**src/hdl/channel_value_frame_parser_top_macros.svh**
```systemverilog
// ----------------------------------------------------------------------------
// Assertion macros for the channel/value frame parser
// Checks sampled on the rising edge of clk and held off while rst is high.
// ----------------------------------------------------------------------------
`ifndef CHANNEL_VALUE_FRAME_PARSER_TOP_MACROS_SVH
`define CHANNEL_VALUE_FRAME_PARSER_TOP_MACROS_SVH

// Hold cond at every edge outside reset.
`define CVFP_ASSERT_ALWAYS(lbl, cond, msg) \
  lbl: assert property (@(posedge clk) disable iff (rst) (cond)) else $error(msg);

// When ante holds, cons must hold at the next edge.
`define CVFP_ASSERT_NEXT(lbl, ante, cons, msg) \
  lbl: assert property (@(posedge clk) disable iff (rst) (ante) |=> (cons)) else $error(msg);

`endif

```
**src/hdl/cvfp_pkg.sv**
```systemverilog
// ----------------------------------------------------------------------------
// cvfp_pkg
// Types and constants shared by the channel/value frame parser.
// ----------------------------------------------------------------------------
package cvfp_pkg;

  localparam int BUFFER_SIZE_DEFAULT = 512;

  localparam int CHAN_W  = 9;
  localparam int VALUE_W = 8;
  localparam int BYTE_W  = 8;
  localparam int TICK_W  = 16;
  localparam int PAY_W   = 6;

  // Event codes
  localparam logic [1:0] CMD_RX_BYTE  = 2'd0;
  localparam logic [1:0] CMD_LINE_ERR = 2'd1;
  localparam logic [1:0] CMD_BUTTON   = 2'd2;

  // Byte tags, bits 7..6
  localparam logic [1:0] TAG_FIRST  = 2'b00;
  localparam logic [1:0] TAG_SECOND = 2'b01;
  localparam logic [1:0] TAG_THIRD  = 2'b11;

  localparam logic [TICK_W-1:0] TICK_BUTTON = 16'h7fff;

  typedef struct packed {
    logic [1:0]        command;
    logic [BYTE_W-1:0] rx_byte;
    logic              tx_ready;
  } cmd_item_t;

  typedef struct packed {
    logic               write_valid;
    logic [CHAN_W-1:0]  write_channel;
    logic [VALUE_W-1:0] write_value;
    logic               echo_valid;
    logic [BYTE_W-1:0]  echo_byte;
    logic               error_led;
    logic               activity_led;
  } res_item_t;

endpackage

```
**src/hdl/cvfp_cmd_if.sv**
```systemverilog
// ----------------------------------------------------------------------------
// cvfp_cmd_if
// Event channel: valid/ready handshake carrying one serial event per beat.
// ----------------------------------------------------------------------------
interface cvfp_cmd_if
  import cvfp_pkg::*;
();
  logic      valid;
  logic      ready;
  cmd_item_t data;

  modport source (output valid, output data, input ready);
  modport sink   (input valid, input data, output ready);
endinterface

```
**src/hdl/cvfp_res_if.sv**
```systemverilog
// ----------------------------------------------------------------------------
// cvfp_res_if
// Result channel: valid/ready handshake carrying one result per beat.
// ----------------------------------------------------------------------------
interface cvfp_res_if
  import cvfp_pkg::*;
();
  logic      valid;
  logic      ready;
  res_item_t data;

  modport source (output valid, output data, input ready);
  modport sink   (input valid, input data, output ready);
endinterface

```
**src/hdl/channel_value_frame_parser_top.sv**
```systemverilog
// ----------------------------------------------------------------------------
// channel_value_frame_parser_top
// Parses three-byte channel/value frames out of a stream of serial events.
// ----------------------------------------------------------------------------
// Output: a result beat appears in the cycle after its event beat is accepted.
// Flow: one event per cycle unless the result register is full and the sink
//   stalls; the result register frees itself whenever the sink takes its beat.
// Reset: synchronous, active high; clears the frame phase, accumulators, the
//   error tick and both lamps, and empties the result register.
// ----------------------------------------------------------------------------
`include "channel_value_frame_parser_top_macros.svh"

module channel_value_frame_parser_top
  import cvfp_pkg::*;
#(
  // Buffer depth; the written channel is ANDed with BUFFER_SIZE-1
  parameter int BUFFER_SIZE = BUFFER_SIZE_DEFAULT
) (
  input  logic     clk,
  input  logic     rst,
  cvfp_cmd_if.sink   cmd,
  cvfp_res_if.source res
);

  // Result register: one beat of storage between the frame logic and the sink
  logic      out_valid;
  res_item_t out_item;

  logic      accept;
  res_item_t step_result;

  // Take a new event whenever the result register is empty or being drained
  assign cmd.ready = !out_valid || res.ready;
  assign accept    = cmd.valid && cmd.ready;

  // Frame state advances only on an accepted event beat
  cvfp_frame_core #(
    .BUFFER_SIZE(BUFFER_SIZE)
  ) u_core (
    .clk   (clk),
    .rst   (rst),
    .step  (accept),
    .item  (cmd.data),
    .result(step_result)
  );

  // Load on accept, drop once the sink takes the beat
  always_ff @(posedge clk) begin
    if (rst) begin
      out_valid <= 1'b0;
    end else if (accept) begin
      out_valid <= 1'b1;
    end else if (res.ready) begin
      out_valid <= 1'b0;
    end
  end

  // Payload needs no reset
  always_ff @(posedge clk) begin
    if (accept) begin
      out_item <= step_result;
    end
  end

  assign res.valid = out_valid;
  assign res.data  = out_item;

  // Every accepted event yields a result beat on the next cycle
  `CVFP_ASSERT_NEXT(a_accept_gives_beat, accept, res.valid, "accepted event produced no result")

  // An echo is only sent as part of a completed frame
  `CVFP_ASSERT_ALWAYS(a_echo_needs_write, !(res.valid && res.data.echo_valid) || res.data.write_valid, "echo without a frame write")

  // Channel and value fields read zero when no write happens
  `CVFP_ASSERT_ALWAYS(a_idle_write_zero, !(res.valid && !res.data.write_valid) || (res.data.write_channel == '0 && res.data.write_value == '0), "write fields nonzero without write")

  // Echo byte reads zero when no echo is sent
  `CVFP_ASSERT_ALWAYS(a_idle_echo_zero, !(res.valid && !res.data.echo_valid) || (res.data.echo_byte == '0), "echo byte nonzero without echo")

endmodule

```
**src/hdl/cvfp_frame_core.sv**
```systemverilog
// ----------------------------------------------------------------------------
// cvfp_frame_core
// Frame state and the per-event result, advanced once per accepted beat.
// ----------------------------------------------------------------------------
module cvfp_frame_core
  import cvfp_pkg::*;
#(
  parameter int BUFFER_SIZE = BUFFER_SIZE_DEFAULT
) (
  input  logic      clk,
  input  logic      rst,
  input  logic      step,
  input  cmd_item_t item,
  output res_item_t result
);

  localparam logic [CHAN_W-1:0] ChanMask = CHAN_W'(BUFFER_SIZE - 1);

  typedef enum logic [1:0] {
    PH_FIRST  = 2'd0,
    PH_SECOND = 2'd1,
    PH_THIRD  = 2'd2
  } phase_t;

  phase_t              phase, phase_next;
  logic [CHAN_W-1:0]   chan_acc, chan_acc_next;
  logic [VALUE_W-1:0]  value_acc, value_acc_next;
  logic [TICK_W-1:0]   ticks, ticks_next;
  logic                err_lamp, err_lamp_next;
  logic                act_lamp, act_lamp_next;

  logic [1:0]          tag;
  logic [PAY_W-1:0]    pay;
  logic                tag_ok;
  logic [TICK_W-1:0]   tick_base;
  logic [VALUE_W-1:0]  value_full;

  assign tag        = item.rx_byte[7:6];
  assign pay        = item.rx_byte[PAY_W-1:0];
  assign value_full = value_acc | {2'b00, pay};

  always_comb begin
    unique case (phase)
      PH_FIRST:  tag_ok = (tag == TAG_FIRST);
      PH_SECOND: tag_ok = (tag == TAG_SECOND);
      PH_THIRD:  tag_ok = (tag == TAG_THIRD);
      default:   tag_ok = 1'b0;
    endcase
  end

  always_comb begin
    phase_next     = phase;
    chan_acc_next  = chan_acc;
    value_acc_next = value_acc;
    ticks_next     = ticks;
    err_lamp_next  = err_lamp;
    act_lamp_next  = act_lamp;
    tick_base      = ticks;
    result         = '0;

    unique case (item.command)
      CMD_RX_BYTE: begin
        if (!tag_ok) begin
          // drop the byte and restart the frame
          phase_next    = PH_FIRST;
          err_lamp_next = 1'b1;
          tick_base     = '0;
        end else begin
          unique case (phase)
            PH_FIRST: begin
              chan_acc_next  = {pay, 3'b000};
              value_acc_next = '0;
              phase_next     = PH_SECOND;
            end
            PH_SECOND: begin
              chan_acc_next  = chan_acc | {5'b00000, pay[5:2]};
              value_acc_next = {pay[1:0], 6'b000000};
              phase_next     = PH_THIRD;
            end
            default: begin
              value_acc_next       = value_full;
              result.write_valid   = 1'b1;
              result.write_channel = chan_acc & ChanMask;
              result.write_value   = value_full;
              if (item.tx_ready) begin
                result.echo_valid = 1'b1;
                result.echo_byte  = chan_acc[BYTE_W-1:0];
              end
              act_lamp_next = ~act_lamp;
              phase_next    = PH_FIRST;
            end
          endcase
        end
        ticks_next = tick_base + TICK_W'(1);
        if (ticks_next == '0) begin
          err_lamp_next = 1'b0;
        end
      end
      CMD_LINE_ERR: begin
        phase_next    = PH_FIRST;
        err_lamp_next = 1'b1;
        ticks_next    = '0;
      end
      CMD_BUTTON: begin
        err_lamp_next = 1'b1;
        ticks_next    = TICK_BUTTON;
      end
      default: begin
      end
    endcase

    result.error_led    = err_lamp_next;
    result.activity_led = act_lamp_next;
  end

  always_ff @(posedge clk) begin
    if (rst) begin
      phase     <= PH_FIRST;
      chan_acc  <= '0;
      value_acc <= '0;
      ticks     <= '0;
      err_lamp  <= 1'b0;
      act_lamp  <= 1'b0;
    end else if (step) begin
      phase     <= phase_next;
      chan_acc  <= chan_acc_next;
      value_acc <= value_acc_next;
      ticks     <= ticks_next;
      err_lamp  <= err_lamp_next;
      act_lamp  <= act_lamp_next;
    end
  end

endmodule

```
**src/flat_wrapper.sv**
```systemverilog
// flat-port wrapper written by rule: the top's interface ports become plain ports
module channel_value_frame_parser_top_flat import cvfp_pkg::*;
#(
                                                                  
  parameter int BUFFER_SIZE = BUFFER_SIZE_DEFAULT
)
  (clk, rst, cmd_valid, cmd_data, cmd_ready, res_valid, res_data, res_ready);
  cvfp_cmd_if cmd_i ();
  cvfp_res_if res_i ();
  input  logic clk;
  input  logic rst;
  input wire logic [$bits(cmd_i.valid)-1:0] cmd_valid;
  input wire logic [$bits(cmd_i.data)-1:0] cmd_data;
  output wire logic [$bits(cmd_i.ready)-1:0] cmd_ready;
  output wire logic [$bits(res_i.valid)-1:0] res_valid;
  output wire logic [$bits(res_i.data)-1:0] res_data;
  input wire logic [$bits(res_i.ready)-1:0] res_ready;
  assign cmd_i.valid = cmd_valid;
  assign cmd_i.data = cmd_data;
  assign cmd_ready = cmd_i.ready;
  assign res_valid = res_i.valid;
  assign res_data = res_i.data;
  assign res_i.ready = res_ready;
  channel_value_frame_parser_top #(.BUFFER_SIZE(BUFFER_SIZE)) u_core (.clk(clk), .rst(rst), .cmd(cmd_i), .res(res_i));
endmodule
```
**config.mk**
```make
export PLATFORM = sky130hd
export DESIGN_NAME = channel_value_frame_parser_top_flat
export DESIGN_NICKNAME = d
export VERILOG_FILES = /design/src/hdl/cvfp_pkg.sv /design/src/hdl/cvfp_cmd_if.sv /design/src/hdl/cvfp_res_if.sv /design/src/hdl/channel_value_frame_parser_top.sv /design/src/hdl/cvfp_frame_core.sv /design/src/flat_wrapper.sv
export VERILOG_INCLUDE_DIRS = /design/src /design/src/hdl
export SDC_FILE = /design/constraint.sdc
export NUM_CORES = 1
export LEC_CHECK = 0
export ABC_AREA = 0
export ABC_CLOCK_PERIOD_IN_PS = 2200
export CAP_MARGIN = 20
export CORE_UTILIZATION = 57
export DETAILED_ROUTE_END_ITERATION = 12
export DONT_BUFFER_PORTS = 1
export PLACE_DENSITY = 0.78
export SKIP_CTS_REPAIR_TIMING = 1
export SLEW_MARGIN = 30
export SYNTH_ARGS = -nofsm -noshare
export SYNTH_HDL_FRONTEND = slang
export SYNTH_HIERARCHICAL = 1
export SYNTH_SLANG_ARGS = --single-unit
export TNS_END_PERCENT = 5
```
**constraint.sdc**
```tcl
create_clock -name clk -period 2.2 [get_ports clk]
set_input_delay 0.11 -clock clk [delete_from_list [all_inputs] [get_ports clk]]
set_output_delay 0.11 -clock clk [all_outputs]
set_load 0.02 [all_outputs]
```
==> run_results.csv, run 1 <==
group,metric,value,unit
run_status,status,"complete, but fails checks",
run_status,violations,"negative hold slack",
placement,placed_area,0.00335,sq mm
power,p_per_area,716,mW/mm^2
finish,drive_gt1_share,11.0,%
placement,place_congestion,0.887,
worst_setup_path,critPathMaxStageDelay,0.55,ns
placement,dp_hpwl,4660,um
synth,syn_area,0.00330,sq mm
worst_setup_path,cp_num_buf_inv,1,
finish,fillers,450,
finish,final_cell_mix,"dfxtp_1, edfxtp_1, a21oi_1",
global_routing,antenna_found_initial,0,
synth,synth_top_area_cell,"edfxtp_1",
sta,hold_viol,3,
finish,seq_area,0.00163,sq mm
drt,drt-initial-drc-count,296,
power,switching_share,25.0,%
floorplanning,rows,27,
global_routing,grt_remaining_overflow,0,
worst_setup_path,slowest_stage,"or4_1",
power,combPwrFrac,7.5,%
drt,drcViolationCount,0,
sta,timing.slew.headroom,57.0,%
power,switching_power,658,uW
sta,clock.fmax,479,MHz
sta,worst_slack,0.110,ns
floorplanning,io-pin-count,46,
floorplanning,die_h,78.1,um
synth,synthArstFlopShare,0,%
power,total_power,2630,uW
synth,ys_warn_count,6,
finish,finish.instance_area,0.00367,sq mm
global_routing,grt_pass1_vias,2367,
sta,rsz0062_at_grt,"false",
worst_hold_path,hold_path.class,"in -> reg",
synth,syn_area_per_cell,9.91,sq um
drt,first_pass_iters,6,
synth,netlist_instances,333,
drt,routedWlPerCell,17.0,um
drt,ant_nets,0,
global_routing,grt_max_degree,38,
finish,n_antenna_cell,0,
clocking,path_clk_slew,0.07,ns
synth,ys_seq_elements,67,
sta,final.setup.tns,0,ns
clocking,h-tree-depth,3,
sta,setup-violations-final,0,
worst_setup_path,reg2reg_slack,0.11,ns
worst_setup_path,end_kind,"flop",
sta,timing.hold.ws,-0.0101,ns
power,clock_power_share,39.5,%
global_routing,grt_pass1_wl,11300,um
synth,synth_ff_type,"dfxtp_1",
floorplanning,core-area,0.00554,sq mm
drt,drt-total-wl,7130,um
worst_setup_path,critPathRequiredTime,2.47,ns
power,p_int,1970,uW
worst_setup_path,start_kind,"flop",
worst_setup_path,arrival,2.36,ns
power,p_leak,0.00131,uW
finish,area_growth_syn_to_layout,11.3,%
sta,worstMarginPinSlew,0.645,ns
sta,skew,0.00783,ns
finish,multiInputGateArea,0.00150,sq mm
floorplanning,start_util,59.6,%
placement,io_buffers,0,
floorplanning,die-area,0.00610,sq mm
clocking,cts_tree,"done",
power,seq_power_share,53.0,%
synth,yosysSeqAreaShare,49.4,%
worst_setup_path,cp_max_fo,6,
drt,route.vias.total,2631,
sta,fin_crit_sh,95.0,%
finish,fin_nets,366,
run,drv_cap,0,
floorplanning,die_w,78.1,um
sta,maxSlewViolCount,0,
synth,yosysUniqueCellTypes,54,
worst_setup_path,crit_family,"simple AND/OR/NAND/NOR gates",
clocking,cts.sinks,67,
worst_setup_path,crit_chain,"inv_1 -> ha_1 -> xnor2_2 -> a41oi_2 -> or4_1 -> a21oi_1",
clocking,cts_made_buffers,9,
synth,synth_edf_count,29,
global_routing,grt_use_total,23.6,%
finish,final_common_cell,"dfxtp_1",
synth,synth_top_area_share,26.4,%
clocking,ctsLongestPathBuffers,2,
synth,syn_nets,358,
drt,viasPerCell,6.29,
synth,synth.area.top_cells,"edfxtp_1, dfxtp_1, a21oi_1",
sta,post-route-min-period,2.09,ns
power,ir_drop,0.000498,V
clocking,root_buffer,"clkbuf_8",
clocking,clock_latency,0.33,ns
placement,place_ws,0.0245,ns
worst_setup_path,worstSetupPathType,"reg -> reg",
[cell usage after synthesis (all sizes together) (6+ instances only)]
library cell / count
clkbuf: 7
a31oi: 13
o31ai: 9
inv: 16
nor2b: 10
nor4: 6
a21oi: 28
nand4: 15
nand2: 14
nor2: 21
nand3: 13
ha: 10
edfxtp: 29
nor3: 9
dfxtp: 38
o21a: 7
and3: 11
buf: 15
and2: 15
[path summary, 6_finish.rpt]
kind	startpoint	to	depth (start not counted)
hold reg to reg	u_core/u_core/value_acc[3]$_SDFFE_PP0P_	u_core/u_core/value_acc[3]$_SDFFE_PP0P_	2
setup reg to reg	u_core/u_core/phase[0]$_SDFFE_PP0P_	u_core/u_core/phase[0]$_SDFFE_PP0P_	6
setup / recovery	u_core/u_core/phase[0]$_SDFFE_PP0P_	u_core/u_core/phase[0]$_SDFFE_PP0P_	6
hold / removal	cmd_data[4]	u_core/u_core/chan_acc[1]$_SDFFE_PP0P_	2
[logic make-up (layout without fill, tap and decap cells)]
logic type,Yosys count,after routing,synth area share (%)
AND/OR/NAND/NOR,131,131,22.5
buffers and inverters,38,51,5.84
XOR/XNOR,2,2,0.758
adder cells (fa/ha/maj),10,10,3.79
AO/OA/AOI/OAI,85,85,17.7
flip-flops,67,67,49.4
[state kept, by name (all words and copies together), names as in the netlist]
name	flops
u_core/u_core/value_acc	8
u_core/u_core/act_lamp	1
u_core/res.valid	1
u_core/u_core/phase	2
u_core/res.data	29
u_core/u_core/chan_acc	9
u_core/u_core/err_lamp	1
u_core/u_core/ticks	16
[routing by layer]
layer	vias up	GRT usage (%)	share of wire [%]
li1	1270	-	-
met1	1249	31.8	45
met2	104	37.3	47
met3	8	4.19	6.1
met4	0	10.2	1.3
met5	-	0	0
[through the flow]
step                instances  util (%)
finish                    418      66.3
global route              418      66.3
CTS                       409      64.1
detailed placement        393      60.4
global placement          393      60.4
floorplan                 333         -
[cell type report]
type	instances	area share, %
Sequential cell	67	44.4
Timing Repair Buffer	19	5.11
Inverter	16	1.64
Clock buffer	11	3.85
Tap cell	72	2.45
Multi-Input combinational cell	228	40.8
Clock inverter	5	1.70
[worst register-to-register path: stages, from the launching register on]
cell     delay [ns]
dfxtp_1        0.42
inv_1          0.11
ha_1           0.24
xnor2_2        0.27
a41oi_2        0.28
or4_1          0.55
a21oi_1        0.15
[power groups by stage]
| stage | clock network (uW) | registers [uW] | logic [uW] |
|---|---|---|---|
| 6_report | 1040 | 1390 | 196 |
| 5_1_grt | 1110 | 1400 | 213 |
| 4_1_cts | 1050 | 1390 | 162 |
| 3_5_place_dp | 0 | 1420 | 162 |
| 3_3_place_gp | 0 | 1420 | 157 |
| 2_1_floorplan | 0 | 1410 | 143 |
Power figures use the tool's default switching activity.
==> run 2: changes to the inputs <==
Settings changed: BUFFER_PORTS_ARGS from default to -buffer_cell sky130_fd_sc_hd__buf_2, CORE_MARGIN from default to 2, CORE_UTILIZATION 57 to 51, DONT_BUFFER_PORTS 1 to default, TNS_END_PERCENT 5 to 50.
==> run_results.csv, run 2 (synthesized netlist as in run 1, its figures left out) <==
group,metric,value,unit
worst_setup_path,cp_common_cell,"and3_1",
sta,fin_crit_sh,93.7,%
finish,area_growth_syn_to_layout,15.0,%
sta,post-route-min-period,2.06,ns
finish,fillers,561,
placement,dp_hpwl,5090,um
sta,timing.slew.headroom,61.4,%
finish,finish.instance_area,0.00380,sq mm
finish,fin_nets,407,
drt,first_pass_iters,5,
worst_setup_path,crit_start,"u_core/u_core/phase[0]$_SDFFE_PP0P_",
worst_setup_path,worst_r2r_path_depth,7,
worst_setup_path,crit_family,"flip-flops",
clocking,cts_made_buffers,9,
sta,rsz0062_at_grt,"false",
worst_setup_path,cp_max_fo,23,
placement,place_congestion,0.814,
drt,route.vias.total,2788,
finish,final_cell_mix,"buf_2, dfxtp_1, edfxtp_1",
run,drv_cap,0,
floorplanning,rows,29,
worst_setup_path,arrival,2.16,ns
drt,drcViolationCount,0,
placement,io_buffers,45,
worst_setup_path,crit_chain,"inv_1 -> ha_1 -> xnor2_2 -> a41o_2 -> and3_1 -> buf_4 -> and3_1",
sta,worstMarginPinSlew,0.575,ns
power,p_per_area,668,mW/mm^2
clocking,clock_latency,0.35,ns
global_routing,antenna_found_initial,0,
global_routing,grt_use_total,21.2,%
worst_setup_path,start_kind,"flop",
global_routing,grt_remaining_overflow,0,
placement,placed_area,0.00360,sq mm
floorplanning,core-area,0.00631,sq mm
worst_hold_path,hp-start,"cmd_valid",
floorplanning,io-pin-count,46,
finish,drive_gt1_share,22.0,%
worst_hold_path,min_path_cells,3,
worst_setup_path,critPathRequiredTime,2.30,ns
clocking,h-tree-depth,3,
power,p_leak,0.00148,uW
clocking,ctsLongestPathBuffers,2,
clocking,path_clk_slew,0.08,ns
floorplanning,start_util,52.3,%
drt,routedWlPerCell,15.7,um
sta,final.setup.tns,0,ns
sta,setup-violations-final,0,
clocking,cts_tree,"done",
finish,largest_reg_flops,29,
worst_setup_path,slowest_stage,"dfxtp_1",
clocking,root_buffer,"clkbuf_8",
clocking,cts.sinks,67,
placement,place_ws,0.158,ns
worst_hold_path,hold_path.class,"in -> reg",
run_status,status,"completed",
sta,clock.fmax,485,MHz
sta,maxSlewViolCount,0,
sta,hold_viol,0,
drt,drt-total-wl,7270,um
worst_setup_path,end_kind,"flop",
worst_setup_path,critPathMaxStageDelay,0.41,ns
global_routing,grt_pass1_vias,2572,
drt,drt-initial-drc-count,233,
finish,final_common_cell,"buf_2",
worst_setup_path,cp_num_buf_inv,2,
power,total_power,2530,uW
worst_setup_path,cp.depth,7,
sta,skew,0.0124,ns
global_routing,grt_pass1_wl,12100,um
floorplanning,die-area,0.00713,sq mm
worst_setup_path,r2r_start,"u_core/u_core/phase[0]$_SDFFE_PP0P_",
floorplanning,die_w,84.5,um
floorplanning,die_h,84.5,um
finish,n_antenna_cell,0,
worst_setup_path,worstSetupPathType,"reg -> reg",
power,ir_drop,0.000380,V
sta,worst_slack,0.140,ns
drt,viasPerCell,6.01,
drt,ant_nets,0,
global_routing,grt_max_degree,24,
run 2: cell types whose count changed in the layout (fill, tap and decap cells not counted), moves of 2 or more:
cell / delta
buf_2: +45
dlygate4sd3_1: -8
buf_4: +6
buf_12: -2
clkinv_1: +2
clkinvlp_4: -2
inv_6: +2
run 2: final timing paths:
check,end,slack (ns)
setup / recovery,u_core/res.data[6]$_DFFE_PP_,0.14
hold / removal,u_core/res.valid$_SDFFE_PP0P_,0.006
setup reg to reg,u_core/res.data[6]$_DFFE_PP_,0.14
hold reg to reg,u_core/u_core/chan_acc[6]$_SDFFE_PP0P_,0.48
run 2: worst register-to-register path, cell delays in order, from the launching register on:
cell	delay, ns
dfxtp_1	0.41
inv_1	0.11
ha_1	0.24
xnor2_2	0.17
a41o_2	0.31
and3_1	0.18
buf_4	0.20
and3_1	0.20
run 2: final cells by class:
class / instances / area, sq um / share of cell area [%]
clock buffers: 9 / 124 / 3.26
clock inverters: 7 / 51.3 / 1.35
inverters: 16 / 60.1 / 1.58
multi-input cells: 228 / 1500 / 39.4
flip-flops and latches: 67 / 1630 / 43.0
well taps: 77 / 96.3 / 2.54
repair buffers: 60 / 338 / 8.90
run 2: power by group:
group	total [uW]	switching, uW	internal, uW
Clock	915	499	416
Combinational	264	174	90.0
Sequential	1350	22.0	1330
Total	2530	695	1840
run 2: metrics by stage:
step | utilization, % | instances | hold WS [ns]
final | 60.1 | 464 | 0.00578
after detailed placement | 57.1 | 448 | 0.366
after global routing | 60.1 | 464 | 0.00635
after global placement | 57.1 | 448 | 0.360
after floorplan | - | 333 | 0.172
after CTS | 59.8 | 464 | -0.0129
run 2: routing by layer:
layer	vias up	track usage (%)	part of all wire, %
met4	0	8.08	1.2
met3	8	5.01	5.3
met1	1338	28.8	47
met2	98	33.1	46
li1	1344	-	-
met5	-	0	0
